### src/rbj_pkg.sv
// shared types and constants for the reconnect back-off generator
`timescale 1ns / 1ps

package rbj_pkg;

    // configuration register indexes
    localparam logic [1:0] CFG_MAX_INTERVAL  = 2'd0;
    localparam logic [1:0] CFG_JITTER_ENABLE = 2'd1;
    localparam logic [1:0] CFG_SEED_VALUE    = 2'd2;

    // fold constant for the generator seed
    localparam logic [31:0] GOLDEN_WORD = 32'h9E37_79B9;

    // restoring remainder steps, one per generator bit
    localparam int DIV_STEPS = 32;
    localparam int CNT_BITS  = $clog2(DIV_STEPS);

    // controller states
    typedef enum logic [2:0] {
        ST_IDLE,
        ST_BASE,
        ST_PREP,
        ST_DIV,
        ST_SUM,
        ST_DONE
    } t_state;

    // commands from controller to datapath
    typedef struct packed {
        logic load_in;
        logic load_sum_base;
        logic prep;
        logic div_step;
        logic load_sum;
        logic load_out;
    } t_cmd;

    // status from datapath to controller
    typedef struct packed {
        logic bypass;
    } t_status;

endpackage

### src/reconnect_backoff_jitter.sv
// top level of the reconnect back-off interval generator with jitter
//
// Input channel: i_valid / o_stall carry one word, i_current_interval. A word
// is taken when i_valid is high and o_stall is low; o_stall is low only while
// the controller is idle, so one word is in work at a time.
// Output channel: o_valid / i_stall carry next_interval from an output
// register. The next input word is taken while a finished word still waits.
// Config: i_cfg_valid / o_cfg_ready with i_cfg_index and i_cfg_data; index 0
// is max_interval, 1 jitter_enable, 2 seed_value. o_cfg_ready is always high.
// A word goes from the base step straight to the output register when jitter
// is off or the base is zero; with jitter it first passes prep, the restoring
// remainder unit, which takes one bit of the 32-bit generator word a cycle,
// and the sum step. The next word is taken once the controller is idle again.
// A stalled receiver holds the output word; a finished word then waits in the
// controller until the output register frees up.
// Synchronous reset (i_rst_n low) clears the generator word to unseeded, sets
// max_interval and seed_value to 0, jitter_enable to 1, and drops o_valid.
`timescale 1ns / 1ps

module reconnect_backoff_jitter import rbj_pkg::*; #(
    parameter int INTERVAL_BITS = 24
) (
    input  logic                     i_clk,
    input  logic                     i_rst_n,
    input  logic                     i_valid,
    output logic                     o_stall,
    input  logic [INTERVAL_BITS-1:0] i_current_interval,
    output logic                     o_valid,
    input  logic                     i_stall,
    output logic [INTERVAL_BITS:0]   o_next_interval,
    input  logic                     i_cfg_valid,
    output logic                     o_cfg_ready,
    input  logic [1:0]               i_cfg_index,
    input  logic [63:0]              i_cfg_data
);

    t_cmd    cmd;
    t_status status;

    assign o_cfg_ready = 1'b1;

    // sequencing
    rbj_ctrl u_ctrl (
        .i_clk    (i_clk),
        .i_rst_n  (i_rst_n),
        .i_valid  (i_valid),
        .o_stall  (o_stall),
        .o_valid  (o_valid),
        .i_stall  (i_stall),
        .i_status (status),
        .o_cmd    (cmd)
    );

    // arithmetic and state
    rbj_dp #(
        .INTERVAL_BITS (INTERVAL_BITS)
    ) u_dp (
        .i_clk              (i_clk),
        .i_rst_n            (i_rst_n),
        .i_cfg_valid        (i_cfg_valid),
        .i_cfg_index        (i_cfg_index),
        .i_cfg_data         (i_cfg_data),
        .i_current_interval (i_current_interval),
        .i_cmd              (cmd),
        .o_status           (status),
        .o_next_interval    (o_next_interval)
    );

endmodule

### src/rbj_dp.sv
// datapath: config registers, base interval, generator, remainder unit, output word
`timescale 1ns / 1ps

module rbj_dp import rbj_pkg::*; #(
    parameter int INTERVAL_BITS = 24
) (
    input  logic                     i_clk,
    input  logic                     i_rst_n,
    input  logic                     i_cfg_valid,
    input  logic [1:0]               i_cfg_index,
    input  logic [63:0]              i_cfg_data,
    input  logic [INTERVAL_BITS-1:0] i_current_interval,
    input  t_cmd                     i_cmd,
    output t_status                  o_status,
    output logic [INTERVAL_BITS:0]   o_next_interval
);

    localparam int IW = INTERVAL_BITS;

    // configuration and generator state
    logic [IW-1:0] r_max_interval;
    logic          r_jitter_enable;
    logic [63:0]   r_seed_value;
    logic [31:0]   r_prng, n_prng;

    // working registers
    logic [IW-1:0] r_base, n_base;
    logic [IW-1:0] r_band, n_band;
    logic [IW-1:0] r_span, n_span;
    logic [IW-1:0] r_rem, n_rem;
    logic [31:0]   r_dividend;
    logic [IW:0]   r_sum, n_sum;
    logic [IW:0]   r_out, n_out;

    logic [31:0]   seed_fold;
    logic [31:0]   prng_start;
    logic [IW:0]   rem_sh;
    logic [IW:0]   rem_sub;

    // config writes and generator word
    always_ff @(posedge i_clk) begin
        if (!i_rst_n) begin
            r_max_interval  <= '0;
            r_jitter_enable <= 1'b1;
            r_seed_value    <= '0;
            r_prng          <= '0;
        end else begin
            if (i_cfg_valid) begin
                unique case (i_cfg_index)
                    CFG_MAX_INTERVAL:  r_max_interval  <= i_cfg_data[IW-1:0];
                    CFG_JITTER_ENABLE: r_jitter_enable <= i_cfg_data[0];
                    CFG_SEED_VALUE:    r_seed_value    <= i_cfg_data;
                    default: ;
                endcase
            end
            if (i_cmd.prep) begin
                r_prng <= n_prng;
            end
        end
    end

    // base interval: doubled, capped, or untouched when the cap is zero
    always_comb begin
        if (r_max_interval == '0) begin
            n_base = i_current_interval;
        end else if (i_current_interval >= r_max_interval ||
                     i_current_interval > (r_max_interval >> 1)) begin
            n_base = r_max_interval;
        end else begin
            n_base = {i_current_interval[IW-2:0], 1'b0};
        end
    end

    // seed on first use, then one xorshift32 advance
    always_comb begin
        seed_fold  = r_seed_value[31:0] ^ r_seed_value[63:32] ^ GOLDEN_WORD;
        prng_start = r_prng;
        if (r_prng == '0) begin
            prng_start = (seed_fold == '0) ? GOLDEN_WORD : seed_fold;
        end
        n_prng = prng_start ^ (prng_start << 13);
        n_prng = n_prng ^ (n_prng >> 17);
        n_prng = n_prng ^ (n_prng << 5);
    end

    // band is a quarter of the base, at least one
    always_comb begin
        n_band = r_base >> 2;
        if (n_band == '0) begin
            n_band = {{(IW-1){1'b0}}, 1'b1};
        end
        n_span = {n_band[IW-2:0], 1'b1};
    end

    // one restoring remainder step
    always_comb begin
        rem_sh  = {r_rem, r_dividend[31]};
        rem_sub = rem_sh - {1'b0, r_span};
        n_rem   = (rem_sh >= {1'b0, r_span}) ? rem_sub[IW-1:0] : rem_sh[IW-1:0];
    end

    // jittered sum and final clamp to the cap when the cap is nonzero
    always_comb begin
        n_sum = {1'b0, r_base} + {1'b0, r_rem} - {1'b0, r_band};
        n_out = r_sum;
        if (r_max_interval != '0 && r_sum > {1'b0, r_max_interval}) begin
            n_out = {1'b0, r_max_interval};
        end
    end

    // working registers, no reset needed
    always_ff @(posedge i_clk) begin
        if (i_cmd.load_in) begin
            r_base <= n_base;
        end
        if (i_cmd.prep) begin
            r_band     <= n_band;
            r_span     <= n_span;
            r_dividend <= n_prng;
            r_rem      <= '0;
        end
        if (i_cmd.div_step) begin
            r_rem      <= n_rem;
            r_dividend <= {r_dividend[30:0], 1'b0};
        end
        if (i_cmd.load_sum_base) begin
            r_sum <= {1'b0, r_base};
        end
        if (i_cmd.load_sum) begin
            r_sum <= n_sum;
        end
        if (i_cmd.load_out) begin
            r_out <= n_out;
        end
    end

    assign o_status.bypass = (r_base == '0) || !r_jitter_enable;
    assign o_next_interval = r_out;

endmodule

### src/rbj_ctrl.sv
// controller: sequencing of one interval word and the output handshake
`timescale 1ns / 1ps

module rbj_ctrl import rbj_pkg::*; (
    input  logic    i_clk,
    input  logic    i_rst_n,
    input  logic    i_valid,
    output logic    o_stall,
    output logic    o_valid,
    input  logic    i_stall,
    input  t_status i_status,
    output t_cmd    o_cmd
);

    t_state              r_state, n_state;
    logic [CNT_BITS-1:0] r_cnt, n_cnt;
    logic                r_out_valid, n_out_valid;
    logic                out_free;

    // state, step counter and output valid
    always_ff @(posedge i_clk) begin
        if (!i_rst_n) begin
            r_state     <= ST_IDLE;
            r_cnt       <= '0;
            r_out_valid <= 1'b0;
        end else begin
            r_state     <= n_state;
            r_cnt       <= n_cnt;
            r_out_valid <= n_out_valid;
        end
    end

    assign out_free = !r_out_valid || !i_stall;

    // next state and commands
    always_comb begin
        n_state     = r_state;
        n_cnt       = r_cnt;
        o_cmd       = '0;
        n_out_valid = r_out_valid && i_stall;
        unique case (r_state)
            ST_IDLE: begin
                if (i_valid) begin
                    o_cmd.load_in = 1'b1;
                    n_state       = ST_BASE;
                end
            end
            ST_BASE: begin
                if (i_status.bypass) begin
                    o_cmd.load_sum_base = 1'b1;
                    n_state             = ST_DONE;
                end else begin
                    n_state = ST_PREP;
                end
            end
            ST_PREP: begin
                o_cmd.prep = 1'b1;
                n_cnt      = '0;
                n_state    = ST_DIV;
            end
            ST_DIV: begin
                o_cmd.div_step = 1'b1;
                n_cnt          = r_cnt + 1'b1;
                if (r_cnt == CNT_BITS'(DIV_STEPS - 1)) begin
                    n_state = ST_SUM;
                end
            end
            ST_SUM: begin
                o_cmd.load_sum = 1'b1;
                n_state        = ST_DONE;
            end
            ST_DONE: begin
                if (out_free) begin
                    o_cmd.load_out = 1'b1;
                    n_out_valid    = 1'b1;
                    n_state        = ST_IDLE;
                end
            end
            default: n_state = ST_IDLE;
        endcase
    end

    assign o_stall = (r_state != ST_IDLE);
    assign o_valid = r_out_valid;

    // an accepted word always starts at the base step
    a_accept_to_base: assert property (@(posedge i_clk) disable iff (!i_rst_n)
        (i_valid && !o_stall) |=> (r_state == ST_BASE))
        else $error("accepted word did not move to base step");

    // output register is never overwritten while a stalled word waits
    a_no_overwrite: assert property (@(posedge i_clk) disable iff (!i_rst_n)
        o_cmd.load_out |-> (!r_out_valid || !i_stall))
        else $error("output word overwritten under stall");

    // last remainder step is followed by the sum
    a_div_to_sum: assert property (@(posedge i_clk) disable iff (!i_rst_n)
        (r_state == ST_DIV && r_cnt == CNT_BITS'(DIV_STEPS - 1)) |=> (r_state == ST_SUM))
        else $error("remainder unit did not finish after all steps");

    // remainder steps always begin from a cleared count
    a_prep_clears: assert property (@(posedge i_clk) disable iff (!i_rst_n)
        (r_state == ST_PREP) |=> (r_state == ST_DIV && r_cnt == '0))
        else $error("remainder count not cleared at start");

endmodule

### config.mk
export PLATFORM = sky130hd
export DESIGN_NAME = reconnect_backoff_jitter
export DESIGN_NICKNAME = d
export VERILOG_FILES = /design/src/rbj_pkg.sv /design/src/reconnect_backoff_jitter.sv /design/src/rbj_dp.sv /design/src/rbj_ctrl.sv
export SDC_FILE = /design/constraint.sdc
export NUM_CORES = 1
export LEC_CHECK = 0
export ABC_AREA = 1
export BUFFER_PORTS_ARGS = -buffer_cell sky130_fd_sc_hd__buf_2
export CORE_ASPECT_RATIO = 0.75
export CORE_MARGIN = 2
export CORE_UTILIZATION = 67
export CTS_BUF_LIST = sky130_fd_sc_hd__clkbuf_4 sky130_fd_sc_hd__clkbuf_8 sky130_fd_sc_hd__clkbuf_16
export DETAILED_ROUTE_END_ITERATION = 8
export GPL_TIMING_DRIVEN = 1
export MAX_ROUTING_LAYER = met4
export PLACE_DENSITY = 0.93
export SYNTH_ARGS = -nofsm -noshare
export SYNTH_HDL_FRONTEND = slang
export SYNTH_SLANG_ARGS = --single-unit
### constraint.sdc
create_clock -name i_clk -period 8.27 [get_ports i_clk]
set_input_delay 2.481 -clock i_clk [delete_from_list [all_inputs] [get_ports i_clk]]
set_output_delay 2.481 -clock i_clk [all_outputs]
set_load 0.01 [all_outputs]
# --- Word level (Yosys, flattened, before mapping) ---
# Cells that the tools add are included.
# W data, S select, Z words.
classes:
  add_sub_neg: 4
  order_cmp: 4
  n_eq_ne: 11
  mux: 30
  bitwise_logic: 5
  reduce_logical: 24
ops:
  columns: ["cell", "n"]
  rows:
  - ["$mux W24", 6]
  - ["$mux W32", 4]
  - ["$xor A32 B32 Y32", 3]
  - ["$logic_not A24 Y1", 3]
  - ["$logic_not A32 Y1", 2]
  - ["$mux W25", 2]
  - ["$xor A32 B15 Y32", 1]
  - ["$add A24 B24 Y25", 1]
  - ["$ge A25 B24 Y1", 1]
  - ["$gt A25 B24 Y1", 1]
  - ["$sub A25 B24 Y25", 1]
  - ["$ge A24 B24 Y1", 1]
  - ["$gt A24 B23 Y1", 1]
  - ["$reduce_bool A24 Y1", 1]
  - ["$sub A24 B24 Y24", 1]
  - ["$mux W22", 1]
  - ["$not A20 Y20", 1]
  - ["$pmux W3 S6", 1]
  - ["$mux W3", 4]
  - ["$mux W1", 11]
  - ["$pmux W5 S2", 1]
  - ["$eq A3 B2 Y1 const B", 2]
  - ["$eq A3 B3 Y1 const B", 2]
  - ["$reduce_and A2 Y1", 3]
  - ["15 further kinds", 23]
totals:
  register_bits: 307
  out_inout_bits: 28
  word_cells: 94

# --- Logic depth before layout (Yosys ltp) ---
depth:
  depth_word: 10
  depth_mapped: 19
  depth_no_buf: 18

# --- Hierarchy ---
# Synthesis repeated with hierarchy kept, for this count alone.
unflattened:
  cells_unflattened: 2496
  hier_area_um2: 18443.9
modules_own_cells:
  columns: ["mod", "n_inst", "cells_per_inst", "area_each_um2"]
  rows:
  - ["rbj_dp", 1, 2418, 17932.2]
  - ["rbj_ctrl", 1, 76, 500.5]
  - ["reconnect_backoff_jitter", 1, 2, 11.3]

# --- Worst setup path before layout ---
# No wires, ideal clock.
synth_path:
  path_kind: "input port to flip-flop"
  startpoint: "input i_current_interval[17]"
  endpoint: "register u_dp.r_base[10], data pin"
  setup_time_ns: 0.254
  t_arrival_ns: 4.067
  slack_ns: 3.950
  cell_stages: 12
  n_path_buf: 1
  cell_sequence: "ha_1 nand2_1 inv_1 o21bai_1 a21oi_1 nor4_1 nand3_1 a21oi_1 clkbuf_1 nand3_1 nand3_1 nand2_1"
synth_via:
  elab_chain_cells: 4
  elab_cells_between_ends: 5
synth_lines:
  columns: ["item", "line_no", "rtl"]
  rows:
  - ["from (decl)", "reconnect_backoff_jitter.sv:27", "input logic [INTERVAL_BITS-1:0] i_current_interval,"]
  - ["$ge A24 B24 Y1 / $gt A24 B23 Y1 (equally long branches)", "rbj_dp.sv:66, rbj_dp.sv:67", null]
  - ["$logic_or A1 B1 Y1 *", "rbj_dp.sv:66", "end else if (i_current_interval >= r_max_interval ||"]
  - ["$mux W24 *", "rbj_dp.sv:66", null]
  - ["$mux W24 *", "rbj_dp.sv:64", "if (r_max_interval == '0) begin"]
  - ["net u_dp.n_base[10]", "rbj_dp.sv:27", "logic [IW-1:0] r_base, n_base;"]
  - ["to (signal assigned)", "rbj_dp.sv:114", "r_base <= n_base;"]
  - ["to (decl)", "rbj_dp.sv:27", null]
# Mark *: on every way through the listed nets, which the timed path passes. The rest lies on a longest branch.
# A chain may end at the register's enable or synchronous reset.

# --- Worst setup path after layout ---
layout_path:
  startpoint: "input i_current_interval[22]"
  endpoint: "register u_dp.r_base[9], data pin"
# Same word-level chain as after synthesis.

==> run summary <==
Measured on the finished design, the core utilization comes to 0.744. After synthesis the cells add up to 0.0185 mm2. The setup TNS after final layout came out at 0 ns. The worst setup path is of the input port to flop kind.

The reg-to-reg startpoint is u_dp.r_max_interval[14]. The cell-internal power is 4.03 mW. The slack of the critical path came out at 3.35 ns.

The cell sitting at the root of the clock tree is a sky130_fd_sc_hd__clkbuf_16. The number of buffer cells added on primary ports came out at 121. The height of the chip is 148 um.

The combined global-route utilization of all metal layers came out at 0.393. The worst setup path is captured at a flop. The headroom to the max-slew limit is 0.163. The number of global-route vias before repair came to 16000. In the final layout, flip-flops and latches occupy 0.00716 mm2. The number of enable-type register cells in the synthesized netlist came out at 151. The average cell area after synthesis is 7.40 um2. The hold buffer count at CTS came out at 0. For this run, the register share of the synthesized area comes to 0.387. 123 I/O pins were placed.

Of all nets on the critical path, the largest fanout is 24. The average wire per standard cell came out at 19.1 um. The number of core rows came out at 52. The largest family of logic cells by synthesized area is simple AND/OR/NAND/NOR gates. Following the worst setup path forward leads to its endpoint at u_dp.r_base[9]. The flow ran to the end, and the final reports show no timing, DRC or antenna violations. The initial antenna violation count is 1. The worst setup path is launched from an input port. The cell depth of the worst min-delay path is 2. Of the total power, the clock network draws 0.156. The cell area power density is 416 mW/mm2. The post-synthesis share of cell area spent on xor and xnor gates is 0.0175. In this run the critical register-to-register path is captured at u_dp.o_next_interval[10]. The area of the core region is 0.0271 mm2. Before CTS, the worst setup slack after placement is 2.83 ns. The total of flip-flops plus latches after synthesis is 282. The adder-cell area share of the yosys netlist is 0.108.

In the synthesized netlist the async set-or-reset flop fraction comes to 0. Setup repair after global routing left no endpoint under its margin. Summing all multi-input logic gate instances after layout gives 0.00951 mm2. In the synthesized netlist the dominant register cell turns out to be sky130_fd_sc_hd__edfxtp_1.

The clock tree from TritonCTS is built. The vias after detailed routing is 17700. The classification of the worst-slack hold path is flop to flop. The maximum frequency from static timing analysis came out at 203 MHz.

The final RePlAce weighted congestion is 1.03. The portion of the clock cycle consumed by the worst path in the final layout is 0.595. The warning count from the yosys run is 0. The net count after synthesis came out at 2738. CTS built an H-tree with a depth of 1. Measured in cells, the most critical reg-to-reg path has a length of 8.

The post-synthesis to final-layout area growth is 8.95%. The number of resized instances in the post-cts repair step is 0. STA puts the critical path data arrival time at 5.26 ns.

The compound-cell area share of the yosys netlist is 0.137. Of the cells placed in the final design, the portion with a size suffix greater than 1 is 0.0906. The smallest clock period supported by the final layout is computed as 4.92 ns.

After detailed routing, the number of remaining DRC violations is 0. The final layout net count is 2801. The sum of overflow across all layers after global routing came out at 0.

The share of total power consumed by net switching is 0.519. Measured against the total synthesized area, the mux share comes to 0. The simple-gate area share of the yosys netlist is 0.250. Of the total power, registers draw 0.242. The clock-pin slew on the worst setup and hold paths is 0.06 ns.

The required time at the endpoint of the critical path is 8.61 ns. In this run the worst setup path begins at i_current_interval[22]. The final number of setup-violating endpoints came out at 0. The number of maximum-capacitance constraint violations came out at 0. The maximum number of pins on one net before global-route repair is 101.

The first global-routing pass estimated 85900 um of wire. The filler cell count in the final layout is 2020. In this run the horizontal extent of the chip is 196 um.

The transition at the pin with the smallest max-transition slack came out at 1.25 ns. The worst setup slack for register-to-register paths is 4.67 ns. The via density per instance came out at 6.03. The cell leakage power is 9.44 nW.

The HPWL reported at the end of detailed placement is 41800 um. The final wirelength came out at 55900 um. The number of buffers created by CTS came out at 28. The distinct cell type count after synthesis came out at 54.

The overall die area is 0.0290 mm2. Of the total power, combinational logic draws 0.601. The worst setup skew after layout is 0.0275 ns. The number of instances in the synthesized netlist is 2497. No sink is reached through more buffers than the 3 on the longest clock path. The clock reaches the later pin of the worst-skew pair after 0.59 ns. The max-slew violation count is 0. The number of DRC markers after the initial detailed-route iteration is 2361.

The effective utilization at floorplan is 0.683. Once detail routing completed, the nets flagged for antenna violations numbered 0. Post-CTS timing repair inserted 0 buffers for setup. The final hold violation count is 0. The clock drives 282 sinks. The net switching power came out at 4.35 mW.

IR analysis of the VDD net gives a maximum drop of 0.214 mV. Before antenna repair, the detailed router went through 9 iterations.
cells in the final DEF, fill, tap and decap left out, types with 14 or more instances in the layout:
cell type	count
sky130_fd_sc_hd__nor2_1	185
sky130_fd_sc_hd__xnor2_1	14
sky130_fd_sc_hd__fa_1	23
sky130_fd_sc_hd__nor3_1	27
sky130_fd_sc_hd__inv_1	372
sky130_fd_sc_hd__xor2_1	23
sky130_fd_sc_hd__o21ai_1	15
sky130_fd_sc_hd__dfxtp_1	131
sky130_fd_sc_hd__edfxtp_1	151
sky130_fd_sc_hd__ha_1	123
sky130_fd_sc_hd__o21ai_0	206
sky130_fd_sc_hd__buf_2	121
sky130_fd_sc_hd__clkbuf_16	28
sky130_fd_sc_hd__nand4_1	39
sky130_fd_sc_hd__nand3_1	167
sky130_fd_sc_hd__a21oi_1	184
sky130_fd_sc_hd__nand2_1	616
power by group through the flow:
| stage | sequential (mW) | combinational (mW) | clock (mW) |
|---|---|---|---|
| final | 2.03 | 5.04 | 1.31 |
| after global routing | 2.05 | 5.55 | 1.36 |
| after CTS | 2.01 | 4.86 | 1.31 |
| after floorplan | 1.95 | 3.65 | 0 |
| after global placement | 2.03 | 4.67 | 0 |
| after detailed placement | 2.04 | 4.81 | 0 |
synth_stat cells, types with 9 or more instances:
cell type / n / share of area
sky130_fd_sc_hd__buf_2: 10 / 0.0027
sky130_fd_sc_hd__dfxtp_1: 131 / 0.14
sky130_fd_sc_hd__nand3_1: 167 / 0.045
sky130_fd_sc_hd__inv_1: 373 / 0.076
sky130_fd_sc_hd__nand2_1: 616 / 0.13
sky130_fd_sc_hd__nand4_1: 39 / 0.013
sky130_fd_sc_hd__edfxtp_1: 151 / 0.25
sky130_fd_sc_hd__nor3_1: 27 / 0.0073
sky130_fd_sc_hd__clkbuf_1: 78 / 0.016
sky130_fd_sc_hd__ha_1: 123 / 0.083
sky130_fd_sc_hd__xor2_1: 23 / 0.011
sky130_fd_sc_hd__a21oi_1: 185 / 0.050
sky130_fd_sc_hd__o21ai_1: 15 / 0.0041
sky130_fd_sc_hd__o21ai_0: 206 / 0.056
sky130_fd_sc_hd__fa_1: 23 / 0.025
sky130_fd_sc_hd__nand2_2: 9 / 0.0030
sky130_fd_sc_hd__xnor2_1: 14 / 0.0066
sky130_fd_sc_hd__nor2_1: 188 / 0.038
worst min-delay path by stage:
stage | from | endpoint | slack (ns)
floorplan | u_dp.r_prng[19] | u_dp.r_prng[19] | 0.43
global placement | u_dp.r_prng[19] | u_dp.r_prng[19] | 0.44
detailed placement | u_dp.r_prng[11] | u_dp.r_prng[11] | 0.45
CTS | u_dp.r_prng[11] | u_dp.r_prng[11] | 0.46
global route | u_dp.r_prng[19] | u_dp.r_prng[19] | 0.49
finish | u_dp.r_prng[11] | u_dp.r_prng[11] | 0.46
per-layer routing:
metal	vias to the layer above	GRT usage	wire length [um]
met2	1126	0.550	23000
met1	8121	0.582	23700
met4	0	0.0902	1360
li1	8311	-	-
met3	131	0.0853	7830
met5	-	-	0
cell families (layout without fill, tap and decap cells):
kind of cell | count (synthesis) | count (layout)
flip-flops | 282 | 282
buffers and inverters | 476 | 561
XOR/XNOR | 37 | 37
AO/OA/AOI/OAI | 471 | 471
adder cells (fa/ha/maj) | 146 | 146
AND/OR/NAND/NOR | 1084 | 1084
other | 1 | 2
worst max-delay path, stage by stage:
cell and delay, ns:
sky130_fd_sc_hd__buf_2 0.13, sky130_fd_sc_hd__ha_1 0.28, sky130_fd_sc_hd__inv_1 0.03, sky130_fd_sc_hd__nor2_1 0.10, sky130_fd_sc_hd__nand3_1 0.10, sky130_fd_sc_hd__nor3_1 0.34
sky130_fd_sc_hd__nand3_1 0.13, sky130_fd_sc_hd__nand2_1 0.09, sky130_fd_sc_hd__nand2_1 0.45, sky130_fd_sc_hd__nand2_1 0.79, sky130_fd_sc_hd__nand2_1 0.14, sky130_fd_sc_hd__nand3_1 0.12
sky130_fd_sc_hd__nand2_1 0.06
cell type report:
type,instances,area share
antenna,1,0.000124
multi-input combinational,1739,0.472
inverter,379,0.0706
sequential,282,0.355
timing repair buffer,130,0.0334
clock inverter,17,0.00876
clock buffer,35,0.0377
tap,351,0.0218
registers in the layout (all words and copies together) (netlist names), 24 cells and up:
signal and count:
u_dp.o_next_interval 25, u_dp.r_max_interval 24, u_dp.r_base 24, u_dp.r_rem 24
u_dp.r_dividend 32, u_dp.r_sum 25, u_dp.r_seed_value 64, u_dp.r_prng 32
metrics by stage:
| step | power (mW) | instance area [um2] | hold slack [ns] | cells |
|---|---|---|---|---|
| floorplan | 5.60 | 18500 | 0.426 | 2497 |
| global placement | 6.70 | 19200 | 0.439 | 2881 |
| detailed placement | 6.85 | 19200 | 0.447 | 2881 |
| CTS | 8.18 | 20100 | 0.457 | 2933 |
| global route | 8.95 | 20100 | 0.487 | 2934 |
| finish | 8.37 | 20100 | 0.458 | 2934 |
Power figures use the tool's default switching activity.
